**src/hw/rtl/crc8fd_pkg.sv**
```systemverilog
// crc8fd_pkg: shared types and constants for the typed crc-8 frame deframer
// covers register codes, config bundle, frame store write request and frame descriptor
// no dependencies
`timescale 1ns / 1ps
`default_nettype none

package crc8fd_pkg;

	localparam int MaxFrameDef = 64;
	localparam int KindCount   = 4;
	localparam int OffW        = 6;
	localparam int CfgIdxW     = 3;
	localparam int CfgDataW    = 32;

	typedef enum logic [CfgIdxW-1:0] {
		RegSync      = 3'd0,
		RegMaxFrame  = 3'd1,
		RegHeader    = 3'd2,
		RegKindIds   = 3'd3,
		RegKindSizes = 3'd4
	} cfg_reg_t;

	typedef struct packed {
		logic [7:0]  sync_value;
		logic [6:0]  max_frame_size;
		logic [5:0]  header_size;
		logic [31:0] kind_ids;
		logic [31:0] kind_sizes;
	} cfg_t;

	// byte 0 of a frame goes to a per-bank register, the rest to the frame ram
	typedef struct packed {
		logic            mem_en;
		logic            head_en;
		logic            bank;
		logic [OffW-1:0] off;
		logic [7:0]      data;
		logic [7:0]      head_data;
	} wr_req_t;

	typedef struct packed {
		logic [1:0]      kind;
		logic [OffW-1:0] len;
	} desc_t;

endpackage

`default_nettype wire

```
**src/hw/rtl/crc8fd_front.sv**
```systemverilog
// crc8fd_front: sync hunt, header checks, running crc-8/maxim and kind lookup
// writes frame bytes into the back end's store and pushes a descriptor per good frame
// depends on crc8fd_pkg
`timescale 1ns / 1ps
`default_nettype none

module crc8fd_front #(
	parameter int MAX_FRAME = crc8fd_pkg::MaxFrameDef
) (
	input  wire                  clk,
	input  wire                  arst_n,
	input  wire                  take,
	input  wire [7:0]            rx_byte,
	input  crc8fd_pkg::cfg_t     cfg,
	output crc8fd_pkg::wr_req_t  wr_req,
	output logic                 desc_push,
	output crc8fd_pkg::desc_t    desc
);
	import crc8fd_pkg::*;

	localparam int FrameDepth = (MAX_FRAME < 64) ? MAX_FRAME : 64;
	localparam logic [6:0] FrameLim = 7'(FrameDepth);
	localparam logic [7:0] CrcPoly = 8'h8C;
	localparam int KindChecks = (KindCount < 4) ? KindCount : 4;

	typedef enum logic [1:0] {PhHunt, PhId, PhLen, PhBody} phase_t;

	function automatic logic [7:0] crc_add(input logic [7:0] c, input logic [7:0] b);
		logic [7:0] r;
		r = c ^ b;
		for (int i = 0; i < 8; i++) begin
			r = r[0] ? ((r >> 1) ^ CrcPoly) : (r >> 1);
		end
		return r;
	endfunction

	phase_t          phase_q;
	logic [7:0]      held_id_q;
	logic [OffW-1:0] held_len_q;
	logic [OffW-1:0] bt_q;
	logic [7:0]      crc_q;
	logic [7:0]      id_crc_q;
	logic            wr_bank_q;

	logic [7:0]      crc_b, crc0_b, crc_r;
	logic [6:0]      lim;
	logic            len_ok;
	logic [OffW-1:0] bt_inc;
	logic            found;
	logic [1:0]      kind;
	logic            match;

	always_comb begin
		crc_b  = crc_add(crc_q, rx_byte);
		crc0_b = crc_add(8'h00, rx_byte);
		// restart from a bad length: held id becomes byte 0, its crc was kept aside
		crc_r  = crc_add(id_crc_q, rx_byte);
		lim    = (cfg.max_frame_size > FrameLim) ? FrameLim : cfg.max_frame_size;
		len_ok = (rx_byte >= 8'd4) && (rx_byte > {2'b00, cfg.header_size})
			&& (rx_byte < {1'b0, lim});
		bt_inc = bt_q + 6'd1;
		found  = 1'b0;
		kind   = 2'd0;
		for (int k = 0; k < KindChecks; k++) begin
			if (!found && cfg.kind_ids[8*k +: 8] == held_id_q) begin
				found = 1'b1;
				kind  = 2'(k);
			end
		end
		match = found && (cfg.kind_sizes[8*kind +: 8] == {2'b00, held_len_q});
	end

	always_comb begin
		wr_req           = '0;
		wr_req.bank      = wr_bank_q;
		wr_req.off       = bt_q;
		wr_req.data      = rx_byte;
		wr_req.head_data = rx_byte;
		desc_push        = 1'b0;
		desc.kind        = kind;
		desc.len         = held_len_q;
		if (take) begin
			case (phase_q)
				PhHunt: begin
					wr_req.head_en = (rx_byte == cfg.sync_value);
				end
				PhId: begin
					wr_req.mem_en = 1'b1;
				end
				PhLen: begin
					if (len_ok) begin
						wr_req.mem_en = 1'b1;
					end else if (held_id_q == cfg.sync_value) begin
						wr_req.head_en   = 1'b1;
						wr_req.head_data = held_id_q;
						wr_req.mem_en    = 1'b1;
						wr_req.off       = 6'd1;
					end else begin
						wr_req.head_en = (rx_byte == cfg.sync_value);
					end
				end
				PhBody: begin
					wr_req.mem_en = 1'b1;
					desc_push = ({2'b00, bt_inc} >= {2'b00, held_len_q})
						&& (rx_byte == crc_q) && match;
				end
				default: begin
					wr_req = '0;
				end
			endcase
		end
	end

	always_ff @(posedge clk or negedge arst_n) begin
		if (!arst_n) begin
			phase_q    <= PhHunt;
			held_id_q  <= '0;
			held_len_q <= '0;
			bt_q       <= '0;
			crc_q      <= '0;
			id_crc_q   <= '0;
			wr_bank_q  <= 1'b0;
		end else if (take) begin
			case (phase_q)
				PhHunt: begin
					if (rx_byte == cfg.sync_value) begin
						bt_q    <= 6'd1;
						crc_q   <= crc0_b;
						phase_q <= PhId;
					end
				end
				PhId: begin
					held_id_q <= rx_byte;
					id_crc_q  <= crc0_b;
					crc_q     <= crc_b;
					bt_q      <= bt_inc;
					phase_q   <= PhLen;
				end
				PhLen: begin
					if (len_ok) begin
						held_len_q <= rx_byte[OffW-1:0];
						crc_q      <= crc_b;
						bt_q       <= bt_inc;
						phase_q    <= PhBody;
					end else if (held_id_q == cfg.sync_value) begin
						held_id_q <= rx_byte;
						id_crc_q  <= crc0_b;
						crc_q     <= crc_r;
						bt_q      <= 6'd2;
						phase_q   <= PhLen;
					end else if (rx_byte == cfg.sync_value) begin
						bt_q    <= 6'd1;
						crc_q   <= crc0_b;
						phase_q <= PhId;
					end else begin
						phase_q <= PhHunt;
					end
				end
				PhBody: begin
					bt_q <= bt_inc;
					if (bt_inc < held_len_q) begin
						crc_q <= crc_b;
					end else begin
						phase_q <= PhHunt;
					end
					if (desc_push) begin
						wr_bank_q <= ~wr_bank_q;
					end
				end
				default: begin
					phase_q <= PhHunt;
				end
			endcase
		end
	end

	a_push_in_body: assert property (@(posedge clk) disable iff (!arst_n)
		desc_push |-> (take && phase_q == PhBody))
		else $error("descriptor pushed outside the body phase");

endmodule

`default_nettype wire

```
**src/hw/rtl/crc8fd_desc_queue.sv**
```systemverilog
// crc8fd_desc_queue: two-entry queue of good-frame descriptors between front and back
// one entry per frame store bank, full stalls the front end
// depends on crc8fd_pkg
`timescale 1ns / 1ps
`default_nettype none

module crc8fd_desc_queue (
	input  wire                clk,
	input  wire                arst_n,
	input  wire                push,
	input  crc8fd_pkg::desc_t  push_desc,
	input  wire                pop,
	output logic               full,
	output logic               avail,
	output crc8fd_pkg::desc_t  head
);
	import crc8fd_pkg::*;

	desc_t      entry_q [2];
	logic       wr_ptr_q;
	logic       rd_ptr_q;
	logic [1:0] cnt_q;

	assign full  = (cnt_q == 2'd2);
	assign avail = (cnt_q != 2'd0);
	assign head  = entry_q[rd_ptr_q];

	always_ff @(posedge clk) begin
		if (push) begin
			entry_q[wr_ptr_q] <= push_desc;
		end
	end

	always_ff @(posedge clk or negedge arst_n) begin
		if (!arst_n) begin
			wr_ptr_q <= 1'b0;
			rd_ptr_q <= 1'b0;
			cnt_q    <= 2'd0;
		end else begin
			if (push) begin
				wr_ptr_q <= ~wr_ptr_q;
			end
			if (pop) begin
				rd_ptr_q <= ~rd_ptr_q;
			end
			cnt_q <= cnt_q + {1'b0, push} - {1'b0, pop};
		end
	end

	a_no_overflow: assert property (@(posedge clk) disable iff (!arst_n)
		full |-> !push)
		else $error("descriptor push into a full queue");

	a_no_underflow: assert property (@(posedge clk) disable iff (!arst_n)
		!avail |-> !pop)
		else $error("descriptor pop from an empty queue");

endmodule

`default_nettype wire

```
**src/hw/rtl/crc8fd_back.sv**
```systemverilog
// crc8fd_back: two-bank frame store, read sequencer and two-entry result buffer
// replays each queued frame one byte per cycle while the result buffer has room; depends on crc8fd_pkg
`timescale 1ns / 1ps
`default_nettype none

module crc8fd_back #(
	parameter int MAX_FRAME = crc8fd_pkg::MaxFrameDef
) (
	input  wire                  clk,
	input  wire                  arst_n,
	input  crc8fd_pkg::wr_req_t  wr_req,
	input  wire                  desc_avail,
	input  crc8fd_pkg::desc_t    desc_head,
	output logic                 desc_pop,
	input  wire                  pop,
	output logic                 empty,
	output logic [1:0]           frame_kind,
	output logic [5:0]           byte_offset,
	output logic [7:0]           frame_byte,
	output logic                 last_byte
);
	import crc8fd_pkg::*;

	localparam int FrameDepth = (MAX_FRAME < 64) ? MAX_FRAME : 64;
	localparam int AW = $clog2(FrameDepth);

	typedef struct packed {
		logic [1:0]      kind;
		logic [OffW-1:0] off;
		logic [7:0]      data;
		logic            last;
	} res_t;

	logic [7:0]      mem [2**(AW+1)];
	logic [7:0]      head_byte_q [2];

	logic            rd_bank_q;
	logic [OffW-1:0] rd_idx_q;

	logic            valid_s1;
	logic [7:0]      rdata_s1;
	logic [7:0]      head_s1;
	logic            use_head_s1;
	logic [1:0]      kind_s1;
	logic [OffW-1:0] off_s1;
	logic            last_s1;

	res_t            buf_q [2];
	logic            buf_wr_q;
	logic            buf_rd_q;
	logic [1:0]      cnt_q;

	logic            pop_ok;
	logic            issue;
	logic            rd_last;
	logic [1:0]      occ;

	assign empty  = (cnt_q == 2'd0);
	assign pop_ok = pop && !empty;
	assign occ    = cnt_q + {1'b0, valid_s1};
	// keep one slot free for the request in flight unless a result leaves now
	assign issue    = desc_avail && ((occ < 2'd2) || pop_ok);
	assign rd_last  = (rd_idx_q == desc_head.len - 6'd1);
	assign desc_pop = issue && rd_last;

	assign frame_kind  = buf_q[buf_rd_q].kind;
	assign byte_offset = buf_q[buf_rd_q].off;
	assign frame_byte  = buf_q[buf_rd_q].data;
	assign last_byte   = buf_q[buf_rd_q].last;

	always_ff @(posedge clk) begin
		if (wr_req.mem_en) begin
			mem[{wr_req.bank, wr_req.off[AW-1:0]}] <= wr_req.data;
		end
		if (wr_req.head_en) begin
			head_byte_q[wr_req.bank] <= wr_req.head_data;
		end
		if (issue) begin
			rdata_s1    <= mem[{rd_bank_q, rd_idx_q[AW-1:0]}];
			head_s1     <= head_byte_q[rd_bank_q];
			use_head_s1 <= (rd_idx_q == 6'd0);
			kind_s1     <= desc_head.kind;
			off_s1      <= rd_idx_q;
			last_s1     <= rd_last;
		end
		if (valid_s1) begin
			buf_q[buf_wr_q].kind <= kind_s1;
			buf_q[buf_wr_q].off  <= off_s1;
			buf_q[buf_wr_q].data <= use_head_s1 ? head_s1 : rdata_s1;
			buf_q[buf_wr_q].last <= last_s1;
		end
	end

	always_ff @(posedge clk or negedge arst_n) begin
		if (!arst_n) begin
			rd_bank_q <= 1'b0;
			rd_idx_q  <= '0;
			valid_s1  <= 1'b0;
			buf_wr_q  <= 1'b0;
			buf_rd_q  <= 1'b0;
			cnt_q     <= 2'd0;
		end else begin
			valid_s1 <= issue;
			if (issue) begin
				if (rd_last) begin
					rd_idx_q  <= '0;
					rd_bank_q <= ~rd_bank_q;
				end else begin
					rd_idx_q <= rd_idx_q + 6'd1;
				end
			end
			if (valid_s1) begin
				buf_wr_q <= ~buf_wr_q;
			end
			if (pop_ok) begin
				buf_rd_q <= ~buf_rd_q;
			end
			cnt_q <= cnt_q + {1'b0, valid_s1} - {1'b0, pop_ok};
		end
	end

	a_buffer_room: assert property (@(posedge clk) disable iff (!arst_n)
		occ <= 2'd2)
		else $error("result buffer and read in flight exceed two entries");

	a_frame_wraps: assert property (@(posedge clk) disable iff (!arst_n)
		desc_pop |=> (rd_idx_q == 6'd0 && rd_bank_q != $past(rd_bank_q)))
		else $error("read sequencer did not move to the next bank");

endmodule

`default_nettype wire

```
**src/hw/rtl/typed_crc8_frame_deframer_top.sv**
```systemverilog
// typed_crc8_frame_deframer_top: configuration registers and wiring of front, queue and back
// depends on crc8fd_pkg, crc8fd_front, crc8fd_desc_queue, crc8fd_back
//
//  channel   ports                                             request taken when
//  input     push, full, rx_byte                               push && !full
//  result    empty, pop, frame_kind, byte_offset,              pop && !empty
//            frame_byte, last_byte
//  config    cfg_we, cfg_index, cfg_data                       cfg_we
//
// the front end takes one byte every cycle while full is low; crc and header checks finish in that cycle
// a good frame replays from the frame store one result per cycle while the result buffer
// has room, each via the ram read register; the single ram read port sets that pace
// full rises while two good frames wait in the two store banks, until one drains
// reset clears all control state at once; the frame store needs no clearing pass
`timescale 1ns / 1ps
`default_nettype none

module typed_crc8_frame_deframer_top #(
	parameter int MAX_FRAME = crc8fd_pkg::MaxFrameDef
) (
	input  wire                               clk,
	input  wire                               arst_n,
	input  wire                               push,
	output logic                              full,
	input  wire [7:0]                         rx_byte,
	output logic                              empty,
	input  wire                               pop,
	output logic [1:0]                        frame_kind,
	output logic [5:0]                        byte_offset,
	output logic [7:0]                        frame_byte,
	output logic                              last_byte,
	input  wire                               cfg_we,
	input  wire [crc8fd_pkg::CfgIdxW-1:0]     cfg_index,
	input  wire [crc8fd_pkg::CfgDataW-1:0]    cfg_data
);
	import crc8fd_pkg::*;

	cfg_t    cfg_q;
	wr_req_t wr_req;
	desc_t   push_desc;
	desc_t   desc_head;
	logic    desc_push;
	logic    desc_pop;
	logic    desc_avail;
	logic    take;

	assign take = push && !full;

	always_ff @(posedge clk or negedge arst_n) begin
		if (!arst_n) begin
			cfg_q.sync_value     <= 8'd0;
			cfg_q.max_frame_size <= 7'd64;
			cfg_q.header_size    <= 6'd3;
			cfg_q.kind_ids       <= 32'd0;
			cfg_q.kind_sizes     <= 32'd0;
		end else if (cfg_we) begin
			case (cfg_reg_t'(cfg_index))
				RegSync:      cfg_q.sync_value     <= cfg_data[7:0];
				RegMaxFrame:  cfg_q.max_frame_size <= cfg_data[6:0];
				RegHeader:    cfg_q.header_size    <= cfg_data[5:0];
				RegKindIds:   cfg_q.kind_ids       <= cfg_data;
				RegKindSizes: cfg_q.kind_sizes     <= cfg_data;
				default: begin
				end
			endcase
		end
	end

	crc8fd_front #(
		.MAX_FRAME (MAX_FRAME)
	) u_front (
		.clk       (clk),
		.arst_n    (arst_n),
		.take      (take),
		.rx_byte   (rx_byte),
		.cfg       (cfg_q),
		.wr_req    (wr_req),
		.desc_push (desc_push),
		.desc      (push_desc)
	);

	crc8fd_desc_queue u_queue (
		.clk       (clk),
		.arst_n    (arst_n),
		.push      (desc_push),
		.push_desc (push_desc),
		.pop       (desc_pop),
		.full      (full),
		.avail     (desc_avail),
		.head      (desc_head)
	);

	crc8fd_back #(
		.MAX_FRAME (MAX_FRAME)
	) u_back (
		.clk         (clk),
		.arst_n      (arst_n),
		.wr_req      (wr_req),
		.desc_avail  (desc_avail),
		.desc_head   (desc_head),
		.desc_pop    (desc_pop),
		.pop         (pop),
		.empty       (empty),
		.frame_kind  (frame_kind),
		.byte_offset (byte_offset),
		.frame_byte  (frame_byte),
		.last_byte   (last_byte)
	);

endmodule

`default_nettype wire
```
**config.mk**
```make
export PLATFORM = sky130hd
export DESIGN_NAME = typed_crc8_frame_deframer_top
export DESIGN_NICKNAME = d
export VERILOG_FILES = /design/src/hw/rtl/crc8fd_pkg.sv /design/src/hw/rtl/crc8fd_front.sv /design/src/hw/rtl/crc8fd_desc_queue.sv /design/src/hw/rtl/crc8fd_back.sv /design/src/hw/rtl/typed_crc8_frame_deframer_top.sv
export SDC_FILE = /design/constraint.sdc
export NUM_CORES = 1
export LEC_CHECK = 0
export BUFFER_PORTS_ARGS = -buffer_cell sky130_fd_sc_hd__buf_4
export CELL_PAD_IN_SITES_DETAIL_PLACEMENT = 0
export CELL_PAD_IN_SITES_GLOBAL_PLACEMENT = 1
export CORE_ASPECT_RATIO = 0.9
export CORE_MARGIN = 1.5
export CORE_UTILIZATION = 55
export CTS_BUF_LIST = sky130_fd_sc_hd__clkbuf_4 sky130_fd_sc_hd__clkbuf_8
export DETAILED_ROUTE_END_ITERATION = 10
export MAX_ROUTING_LAYER = met4
export PLACE_DENSITY = 0.89
export SYNTH_ARGS = -nofsm -noshare
export SYNTH_HDL_FRONTEND = slang
export SYNTH_SLANG_ARGS = --single-unit
```
**constraint.sdc**
```tcl
create_clock -name clk -period 9.5 [get_ports clk]
set_input_delay 0.95 -clock clk [delete_from_list [all_inputs] [get_ports clk]]
set_output_delay 0.95 -clock clk [all_outputs]
set_load 0.005 [all_outputs]
```
==> metrics.yaml <==
status:
  run_status: "finished clean"
grt:
  grt_pass1_wl_um: 185000
  grt_pass1_vias: 26900
  antenna_found_initial: 3
  track_usage: 0.277
  grt-ovfl-total: 0
  grt_max_degree: 93
setup_path:
  criticalPathCategory: "reg -> reg"
  cp.arrival_ns: 6.29
  slowest_delay_ns: 1.02
  end_kind: "flip-flop"
  crit_family: "compound AO/OA/AOI/OAI gates"
  crit_path_max_fanout: 20
  crit_required_ns: 9.97
  path_buf_inv: 1
  crit_path_frequent_cell: "o21a_1"
  startpoint_type: "flip-flop"
  cp_cell_sequence: "inv_1 -> ha_1 -> nor2b_1 -> o21a_1 -> o21a_1 -> o21ai_0 -> a221oi_1 -> nand2_1 -> a21boi_2 -> o2111ai_1 -> nor3_1"
  crit_slowest_cell: "nor3_1"
cts:
  h-tree-depth: 4
  clockBufferDepth: 3
  cts_tree: "done"
  cts_sinks: 1256
  clk_latency_ns: 0.87
  path_clk_slew_ns: 0.07
  ctsResizeCount: 0
  cts_hold_buf: 0
  root_buffer: "clkbuf_8"
  numCtsBuffers: 188
  post_cts_buffers: 0
placement:
  placed_area_um2: 53200
  place.gp.congestion: 0.935
  hpwlAfterDp_um: 77800
  dp_slack_ns: 2.96
  dp.cells: 3778
  io_buffers: 66
sta:
  drv_slew: 0
  skew_ns: 0.0438
  grt_setup_unrepaired: "no"
  slew_headroom: 0.148
  setup_violations: 0
  worst_slew_pin_slew_ns: 1.28
  worst_slack_ns: 3.69
  finalSetupTns_ns: 0
  max_freq_mhz: 172
  hold_viol: 0
  period_needed_ns: 5.81
  fin_hold_ws_ns: 0.123
  fin_crit_sh: 0.612
logic_synthesis:
  syn_area_per_cell_um2: 19.9
  syn_area_um2: 51300
  synth.area.top_cells: "edfxtp_1 65%, mux4_2 15%, dfrtp_1 6.7%"
  seq_area_frac_synth: 0.721
  synth_edf_count: 1116
  syn_inst: 2575
  yosysTopAreaCellShare: 0.653
  ys_ff_latch: 1256
  ys_types: 78
  ys.flop_type: "edfxtp_1"
  ys_async_sr_fraction: 0.111
  yosys_warnings: 0
  synth_top_area_cell: "edfxtp_1"
  synth_nets: 2652
cells_and_area:
  layout_commonest_cell: "edfxtp_1"
  mostFrequentLayoutCells: "1116 x edfxtp_1, 337 x mux4_2, 199 x clkbuf_8"
  fin_cells: 4132
  drive_gt1_frac: 0.323
  area_delta_synth_final_pct: 11.5
  stdcell_area_um2: 57200
  fillers: 6079
  nets: 2803
drt:
  via_per_inst: 6.45
  wire_per_inst_um: 30.4
  wl_um: 126000
  dr.pass1.iters: 5
  drtAntennaViolNets: 0
  drc: 0
  drt_iter0_markers: 3463
  vias: 26700
floorplan:
  core_um2: 92700
  dieArea_um2: 95200
  die_height_um: 293
  rows: 106
  start_util: 0.554
  chipWidth_um: 325
  io_pins: 67
pwr:
  ir_drop_v: 0.000225
  leakagePower_nw: 18.6
  pwr_density_cell_nw_per_um2: 289
run:
  drv_cap: 0
min_path:
  hold_class: "in -> async"
[per-stage QoR]
stage | util | total power, mW
6_report | 0.617 | 16.5
5_1_grt | 0.617 | 17.1
4_1_cts | 0.617 | 16.5
3_5_place_dp | 0.574 | 11.9
3_3_place_gp | 0.574 | 11.8
2_1_floorplan | - | 10.3
[area by class of cell]
cell class	instances	area, um^2	share of cell area
Antenna cell	5	12.5	0.000219
Clock buffer	241	3050	0.0534
Clock inverter	108	947	0.0166
Inverter	32	120	0.00210
Multi-Input combinational cell	1143	13700	0.239
Sequential cell	1256	37000	0.647
Tap cell	1242	1550	0.0272
Timing Repair Buffer	105	805	0.0141
[logic make-up (layout without fill, tap and decap cells)]
| kind of cell | count (synthesis) | count (layout) | synth area share |
|---|---|---|---|
| other | 0 | 5 | 0 |
| adder cells (fa/ha/maj) | 29 | 29 | 0.00707 |
| AND/OR/NAND/NOR | 342 | 342 | 0.0320 |
| buffers and inverters | 176 | 486 | 0.0148 |
| XOR/XNOR | 131 | 131 | 0.0228 |
| AO/OA/AOI/OAI | 143 | 143 | 0.0192 |
| multiplexers | 498 | 498 | 0.183 |
| flip-flops | 1256 | 1256 | 0.721 |
[where the power goes]
| group | switching [mW] | internal (mW) | total (mW) |
|---|---|---|---|
| clock | 2.15 | 2.50 | 4.65 |
| combinational | 2.51 | 2.37 | 4.87 |
| sequential | 0.533 | 6.47 | 7.01 |
[path summary, 6_finish.rpt]
kind	startpoint	end	slack, ns	cells past startpoint
max in group asynchronous	arst_n	u_front.id_crc_q[7]	7.98	2
hold / removal	arst_n	cfg_q[31]	0.12	1
setup reg to reg	cfg_q[65]	u_back.mem[87][4]	3.69	11
min in group clk	cfg_data[17]	cfg_q[49]	0.32	2
setup / recovery	cfg_q[65]	u_back.mem[87][4]	3.69	11
hold reg to reg	u_back.kind_s1[1]	u_back.buf_q[0][16]	0.44	0
[Yosys cell counts, types with 22 or more instances]
library cell and number:
ha_1 29, xnor2_1 70, buf_2 47, xor2_1 58, nand2_1 65, edfxtp_1 1116, inv_1 31, o21ai_0 35
nor2_1 164, clkbuf_1 82, mux2_2 146, dfrtp_1 137, a21oi_1 22, mux4_2 337
[layer usage]
metal,GRT usage,share of wire
met5,-,0
met4,0.0845,0.025
met3,0.0576,0.11
met2,0.418,0.48
met1,0.384,0.39
[state kept, by name (all words and copies together), names as in the netlist, 6 cells and up]
| name | flops |
|---|---|
| u_front.bt_q | 6 |
| u_back.rd_idx_q | 6 |
| u_back.buf_q | 34 |
| u_back.head_s1 | 8 |
| u_back.rdata_s1 | 8 |
| u_back.off_s1 | 6 |
| u_back.mem | 1024 |
| cfg_q | 85 |
| u_front.held_len_q | 6 |
| u_back.head_byte_q | 16 |
| u_front.id_crc_q | 8 |
| u_front.crc_q | 8 |
| u_front.held_id_q | 8 |
| u_queue.entry_q | 16 |
Note: power is estimated with default switching activity, not from simulation.
